**config.mk**
```make
export PLATFORM = sky130hd
export DESIGN_NAME = vector_rmse_accumulator_core
export DESIGN_NICKNAME = d
export VERILOG_FILES = /design/src/rtl/vra_pkg.sv /design/src/rtl/vector_rmse_accumulator_core.sv /design/src/rtl/vra_front.sv /design/src/rtl/vra_queue.sv /design/src/rtl/vra_back.sv
export SDC_FILE = /design/constraint.sdc
export NUM_CORES = 2
export LEC_CHECK = 0
export ABC_AREA = 1
export BUFFER_PORTS_ARGS = -buffer_cell sky130_fd_sc_hd__buf_2
export CAP_MARGIN = 20
export CORE_MARGIN = 5
export CORE_UTILIZATION = 55
export CTS_CLUSTER_SIZE = 8
export DETAILED_ROUTE_END_ITERATION = 10
export PLACE_DENSITY = 0.71
export SYNTH_ARGS = -nofsm -noshare
export SYNTH_HDL_FRONTEND = slang
export SYNTH_SLANG_ARGS = --single-unit
```
**constraint.sdc**
```tcl
create_clock -name clk -period 8.81 [get_ports clk]
set_input_delay 1.762 -clock clk [delete_from_list [all_inputs] [get_ports clk]]
set_output_delay 1.762 -clock clk [all_outputs]
set_load 0.1 [all_outputs]
```
**src/rtl/vra_pkg.sv**
```systemverilog
`timescale 1ns / 1ps
package vra_pkg;
	localparam int Lanes = 4;
	localparam int MaxSamples = 1024;
	localparam int DataW = 16;
	localparam int SqW = 32;
	localparam int SumW = 45;
	localparam int CntW = 11;
	localparam int RootW = 16;
	localparam int QDepth = 2;

	typedef logic [SqW-1:0] sq_t;
	typedef logic [SumW-1:0] sum_t;
	typedef logic [RootW-1:0] root_t;

	typedef struct packed {
		sq_t [Lanes-1:0] sq;
		logic            cnt_en;
		logic            last;
	} job_t;

	typedef enum logic [1:0] {
		BK_IDLE,
		BK_DIV,
		BK_SQRT,
		BK_OUT
	} bk_state_t;
endpackage

```
**src/rtl/vector_rmse_accumulator_core.sv**
```systemverilog
`timescale 1ns / 1ps
// Per-lane RMSE over sets of estimate/truth pairs. Squares are formed in the
// front and queued; the back accumulates one beat a cycle while idle. A
// last beat starts a restoring divide by the count and then a bit-serial
// root, and the back takes no new beat from the queue until the result has
// been popped; the front stalls once the two-entry queue between them fills.
module vector_rmse_accumulator_core (
	input  logic        clk,
	input  logic        arst_n,
	input  logic        push,
	output logic        full,
	input  logic signed [15:0] est_0, est_1, est_2, est_3,
	input  logic signed [15:0] truth_0, truth_1, truth_2, truth_3,
	input  logic        last_pair,
	output logic        empty,
	input  logic        pop,
	output logic [15:0] rmse_0, rmse_1, rmse_2, rmse_3,
	output logic        overflow
);
	logic signed [15:0] est [vra_pkg::Lanes];
	logic signed [15:0] truth [vra_pkg::Lanes];
	vra_pkg::root_t root [vra_pkg::Lanes];
	vra_pkg::job_t fq, bq;
	logic ready, fpush, qfull, qempty, qpop;

	assign est = '{est_0, est_1, est_2, est_3};
	assign truth = '{truth_0, truth_1, truth_2, truth_3};
	assign full = !ready;

	vra_front u_front (.clk, .arst_n, .in_valid(push), .est, .truth, .last_pair,
		.q_full(qfull), .ready, .q_push(fpush), .q_data(fq));
	vra_queue u_queue (.clk, .arst_n, .push(fpush), .wdata(fq), .full(qfull),
		.pop(qpop), .empty(qempty), .rdata(bq));
	vra_back u_back (.clk, .arst_n, .q_empty(qempty), .q_data(bq), .q_pop(qpop),
		.root, .ovf(overflow), .res_empty(empty), .res_pop(pop));

	assign rmse_0 = root[0];
	assign rmse_1 = root[1];
	assign rmse_2 = root[2];
	assign rmse_3 = root[3];

	a_full: assert property (@(posedge clk) disable iff (!arst_n)
		full |-> !$past(fpush) || $past(qfull) || !$past(qpop)) else $error("full");
	a_hold: assert property (@(posedge clk) disable iff (!arst_n)
		!empty && !pop |=> !empty) else $error("result lost");
	a_nopop: assert property (@(posedge clk) disable iff (!arst_n)
		!empty |-> !qpop) else $error("queue drained during output");
endmodule

```
**src/rtl/vra_front.sv**
```systemverilog
`timescale 1ns / 1ps
module vra_front (
	input  logic                             clk,
	input  logic                             arst_n,
	input  logic                             in_valid,
	input  logic signed [vra_pkg::DataW-1:0] est [vra_pkg::Lanes],
	input  logic signed [vra_pkg::DataW-1:0] truth [vra_pkg::Lanes],
	input  logic                             last_pair,
	input  logic                             q_full,
	output logic                             ready,
	output logic                             q_push,
	output vra_pkg::job_t                    q_data
);
	logic [vra_pkg::CntW-1:0] cnt_q;
	logic                     full_cnt;
	logic                     acc;
	logic signed [vra_pkg::DataW:0] d [vra_pkg::Lanes];
	logic [vra_pkg::DataW-1:0] m [vra_pkg::Lanes];

	assign ready = !q_full;
	assign acc = in_valid && ready;
	assign full_cnt = (cnt_q == vra_pkg::CntW'(vra_pkg::MaxSamples));

	always_comb begin
		for (int i = 0; i < vra_pkg::Lanes; i++) begin
			d[i] = {est[i][vra_pkg::DataW-1], est[i]} - {truth[i][vra_pkg::DataW-1], truth[i]};
			m[i] = d[i][vra_pkg::DataW] ? vra_pkg::DataW'(-d[i]) : d[i][vra_pkg::DataW-1:0];
			q_data.sq[i] = vra_pkg::SqW'(m[i]) * vra_pkg::SqW'(m[i]);
		end
		q_data.cnt_en = !full_cnt;
		q_data.last = last_pair;
	end
	assign q_push = acc;

	always_ff @(posedge clk or negedge arst_n) begin
		if (!arst_n) begin
			cnt_q <= '0;
		end else if (acc) begin
			if (last_pair) cnt_q <= '0;
			else if (!full_cnt) cnt_q <= cnt_q + 1'b1;
		end
	end
endmodule

```
**src/rtl/vra_queue.sv**
```systemverilog
`timescale 1ns / 1ps
module vra_queue (
	input  logic          clk,
	input  logic          arst_n,
	input  logic          push,
	input  vra_pkg::job_t wdata,
	output logic          full,
	input  logic          pop,
	output logic          empty,
	output vra_pkg::job_t rdata
);
	vra_pkg::job_t mem_q [vra_pkg::QDepth];
	logic wp_q, rp_q;
	logic [1:0] n_q;

	assign full = (n_q == 2'(vra_pkg::QDepth));
	assign empty = (n_q == 2'd0);
	assign rdata = mem_q[rp_q];

	always_ff @(posedge clk) begin
		if (push && !full) mem_q[wp_q] <= wdata;
	end

	always_ff @(posedge clk or negedge arst_n) begin
		if (!arst_n) begin
			wp_q <= 1'b0;
			rp_q <= 1'b0;
			n_q <= '0;
		end else begin
			if (push && !full) wp_q <= !wp_q;
			if (pop && !empty) rp_q <= !rp_q;
			n_q <= n_q + 2'(push && !full) - 2'(pop && !empty);
		end
	end
endmodule

```
**src/rtl/vra_back.sv**
```systemverilog
`timescale 1ns / 1ps
module vra_back (
	input  logic                        clk,
	input  logic                        arst_n,
	input  logic                        q_empty,
	input  vra_pkg::job_t               q_data,
	output logic                        q_pop,
	output vra_pkg::root_t              root [vra_pkg::Lanes],
	output logic                        ovf,
	output logic                        res_empty,
	input  logic                        res_pop
);
	vra_pkg::sum_t sum_q [vra_pkg::Lanes];
	logic [vra_pkg::CntW-1:0] cnt_q;
	logic sat_q;
	vra_pkg::bk_state_t st_q, st_d;
	logic [5:0] step_q;
	vra_pkg::sum_t rem_q [vra_pkg::Lanes];
	logic [31:0] quo_q [vra_pkg::Lanes];
	logic [33:0] srem_q [vra_pkg::Lanes];
	vra_pkg::root_t root_q [vra_pkg::Lanes];
	logic [33:0] strial [vra_pkg::Lanes];
	logic [33:0] shr [vra_pkg::Lanes];

	assign q_pop = (st_q == vra_pkg::BK_IDLE) && !q_empty;
	assign res_empty = (st_q != vra_pkg::BK_OUT);
	assign root = root_q;
	assign ovf = sat_q;

	always_comb begin
		st_d = st_q;
		unique case (st_q)
			vra_pkg::BK_IDLE: if (q_pop && q_data.last) st_d = vra_pkg::BK_DIV;
			vra_pkg::BK_DIV:  if (step_q == 6'd44) st_d = vra_pkg::BK_SQRT;
			vra_pkg::BK_SQRT: if (step_q == 6'd15) st_d = vra_pkg::BK_OUT;
			vra_pkg::BK_OUT:  if (res_pop) st_d = vra_pkg::BK_IDLE;
			default:          st_d = vra_pkg::BK_IDLE;
		endcase
		for (int i = 0; i < vra_pkg::Lanes; i++) begin
			shr[i] = {srem_q[i][31:0], quo_q[i][31:30]};
			strial[i] = shr[i] - {16'd0, root_q[i], 2'b01};
		end
	end

	// accumulation, long division and bit-serial root; rem_q holds the partial remainder in low CntW+1 bits
	always_ff @(posedge clk or negedge arst_n) begin
		if (!arst_n) begin
			st_q <= vra_pkg::BK_IDLE;
			cnt_q <= '0;
			sat_q <= 1'b0;
			step_q <= '0;
			for (int i = 0; i < vra_pkg::Lanes; i++) begin
				sum_q[i] <= '0;
				rem_q[i] <= '0;
				quo_q[i] <= '0;
				srem_q[i] <= '0;
				root_q[i] <= '0;
			end
		end else begin
			st_q <= st_d;
			unique case (st_q)
				vra_pkg::BK_IDLE: begin
					step_q <= '0;
					if (q_pop) begin
						if (q_data.cnt_en) begin
							cnt_q <= cnt_q + 1'b1;
							for (int i = 0; i < vra_pkg::Lanes; i++)
								sum_q[i] <= sum_q[i] + vra_pkg::SumW'(q_data.sq[i]);
						end else sat_q <= 1'b1;
						for (int i = 0; i < vra_pkg::Lanes; i++) rem_q[i] <= '0;
					end
				end
				vra_pkg::BK_DIV: begin
					step_q <= (step_q == 6'd44) ? 6'd0 : step_q + 1'b1;
					for (int i = 0; i < vra_pkg::Lanes; i++) begin
						logic [vra_pkg::CntW:0] t;
						logic [vra_pkg::CntW:0] r;
						logic qb;
						t = {rem_q[i][vra_pkg::CntW-1:0], sum_q[i][6'd44 - step_q]};
						qb = (cnt_q != '0) && (t >= {1'b0, cnt_q});
						r = qb ? t - {1'b0, cnt_q} : t;
						rem_q[i] <= vra_pkg::SumW'(r);
						quo_q[i] <= {quo_q[i][30:0], qb};
						if (step_q == 6'd44) begin
							srem_q[i] <= '0;
							root_q[i] <= '0;
						end
					end
				end
				vra_pkg::BK_SQRT: begin
					step_q <= step_q + 1'b1;
					for (int i = 0; i < vra_pkg::Lanes; i++) begin
						quo_q[i] <= {quo_q[i][29:0], 2'b00};
						if (!strial[i][33]) begin
							srem_q[i] <= strial[i];
							root_q[i] <= {root_q[i][14:0], 1'b1};
						end else begin
							srem_q[i] <= shr[i];
							root_q[i] <= {root_q[i][14:0], 1'b0};
						end
					end
				end
				vra_pkg::BK_OUT: begin
					step_q <= '0;
					if (res_pop) begin
						cnt_q <= '0;
						sat_q <= 1'b0;
						for (int i = 0; i < vra_pkg::Lanes; i++) sum_q[i] <= '0;
					end
				end
				default: step_q <= '0;
			endcase
		end
	end
endmodule

```
==> impl_metrics.tcl <==
set metrics [dict create \
    status "complete, no violations" \
    drt_pass1_iterations 6 \
    worstPathMaxFanout 8 \
    antenna_found_initial 1 \
    crit_type "in -> reg" \
    hold_viol 0 \
    cts_tree "yes" \
    fin_cells 14400 \
    nNetsFinal 13800 \
    timing.final.crit_period_ps 8620 \
    coreArea_mm2 0.156 \
    port_buffers 199 \
    critPathCaptureType "flop" \
    layout_commonest_cell "nand2_1" \
    synth_edf_count 252 \
    viasPerCell 5.41 \
    cp_slowest_cell "fa_1" \
    antenna_left 0 \
    grt_max_degree 161 \
    gp_congestion 0.991 \
    skew_ps 72.5 \
    seq_area_frac_synth_pct 25.5 \
    dp.cells 14200 \
    fmax_mhz 116 \
    synth-seq-cells 831 \
    start_util_pct 55.3 \
    cts_buffers 116 \
    wirelength_um 228000 \
    ctsHoldBuffers 0 \
    report.final.setup_viol 0 \
    final_cell_mix "2450 x nand2_1, 2087 x inv_1, 1012 x nor2_1" \
    post-route-util_pct 63.2 \
    wl_per_cell_um 15.8 \
    synth_cell_types 74 \
    dieHeight_um 406 \
    syn-num-nets 12900 \
    hpwl_um 178000 \
    grt_pass1_vias 78300 \
    synth-async-reset-ratio_pct 69.7 \
    rows 145 \
    drc 0 \
    crit_required_ps 9270 \
    grt_pass1_wl_um 379000 \
    syn-instance-count 11400 \
    io_pins 200 \
    die_w_um 406 \
    relSlewSlack_pct 29.1 \
    clkTransAtPathRegs_ps 50 \
    synth_area_per_cell_um2 7.56 \
    critPathMaxStageDelay_ps 550 \
    dieArea_mm2 0.165 \
    vias 77900 \
    drv_cap 0 \
    cp.arrival_ps 9080 \
    worst_slew_pin_slew_ps 1060 \
    drive_gt1_share_pct 12.2 \
    grt-ovfl-total 0 \
    syn_area_mm2 0.0863 \
    drt-initial-drc-count 5371 \
    finalCritPeriodShare_pct 97.8 \
    maxSlewViolCount 0 \
    synthFlopType "dfrtp_1" \
    worstSkewPairLatency_ps 740 \
    cts_root_buf "clkbuf_16" \
    synthToLayoutAreaGrowth_pct 14.4 \
    clockBufferDepth 3 \
    cts-htree-levels 3 \
    hp-class "reg -> reg" \
    gr-usage-all-layers_pct 27.5 \
    rsz0062_at_grt "true" \
    cts.sinks 831 \
    yosysWarnings 0 \
    start_kind "primary input" \
    fillers 13700 \
]
## routing by layer
layer | share of wire (%) | vias up | track usage, %
met5 | 0 | - | 0
met4 | 2.7 | 0 | 7.73
met3 | 5.1 | 392 | 2.53
met2 | 49 | 2057 | 47.8
met1 | 44 | 37200 | 36.8
li1 | - | 38200 | -
## worst max-delay path, delay by kind of cell
kind / cells / cell delay, ps
adders and majority gates: 9 / 3830
and+or+nand+nor: 13 / 1130
AOI/OAI and AO/OA: 6 / 940
buffers and inverters: 11 / 910
xor gates and xnor gates: 2 / 460
## per-stage QoR
step / hold slack, ps / instance area [µm²] / setup slack [ps] / TNS [ps]
after global placement: 451 / 95000 / -335 / -13340
after global routing: 486 / 98800 / -61.7 / -370
after CTS: 456 / 98400 / 327 / 0
after floorplan: 433 / 86300 / 161 / 0
final: 467 / 98800 / 190 / 0
after detailed placement: 462 / 95100 / -411 / -27400
## cells by family (layout without fill, tap and decap cells)
| group | Yosys count | in the layout | share of synthesized area [%] |
|---|---|---|---|
| AND/OR/NAND/NOR | 4303 | 4303 | 20.7 |
| XOR/XNOR | 323 | 323 | 3.44 |
| other | 0 | 2 | 0 |
| buffers and inverters | 2455 | 3388 | 11.0 |
| adder cells (fa/ha/maj) | 1360 | 1360 | 25.4 |
| flip-flops | 831 | 831 | 25.5 |
| AO/OA/AOI/OAI | 2144 | 2144 | 13.9 |
## worst paths after layout
path	startpoint	endpoint	slack, ps	cells past startpoint
worst max-delay path	est_1[0]	u_queue.mem_q[1][62]$_DFFE_PP_	190	41
worst min-delay path	u_back.quo_q[107]$_DFFE_PN0P_	u_back.quo_q[109]$_DFFE_PN0P_	470	2
worst max register to register	u_back.step_q[0]$_DFF_PN0_	u_back.rem_q[143]$_DFFE_PN0P_	1540	25
worst min register to register	u_back.quo_q[107]$_DFFE_PN0P_	u_back.quo_q[109]$_DFFE_PN0P_	470	2
max in group asynchronous	arst_n	u_queue.rp_q$_DFFE_PN0P_	6270	2
min in group asynchronous	arst_n	u_back.root[37]$_DFFE_PN0P_	1050	1
## layout make-up
type | instances | area (µm²) | share of cell area, %
Multi-Input combinational cell | 8130 | 55100 | 55.8
Sequential cell | 831 | 22100 | 22.3
Inverter | 2161 | 8150 | 8.25
Timing Repair Buffer | 1048 | 7590 | 7.68
Clock buffer | 169 | 3120 | 3.16
Tap cell | 2058 | 2570 | 2.61
Clock inverter | 10 | 191 | 0.194
Antenna cell | 2 | 5.00 | 0.00507
## sequential cells by signal (all words and copies together) (netlist names), 2 cells and up
name and count:
u_back.sum_q 180, u_back.rem_q 44, u_back.quo_q 128, u_back.shr 128
u_queue.mem_q 252, u_front.cnt_q 11, u_back.cnt_q 11, u_back.step_q 6
u_back.st_q 2, u_queue.n_q 2, u_back.root 64
## Yosys cell counts (all sizes together) (181+ instances only)
master  instances  share of area [%]
clkbuf        181               0.79
ha            704                 10
fa            656                 15
dfrtp         579                 17
nand3         425                2.6
xor2          208                2.2
inv          2156                9.4
nor2         1080                5.0
nand2        2532                 11
o21ai         900                5.3
a21oi         716                4.2
edfxtp        252                8.8
## what timing repair did
action | CTS | global route
resized for setup | 0 | 76
setup buffers | 0 | 11
endpoints found under the setup margin | 0 | 68
Power is not shown: default switching activity piles up to over one toggle a cycle in this logic, so the estimate is an artifact.
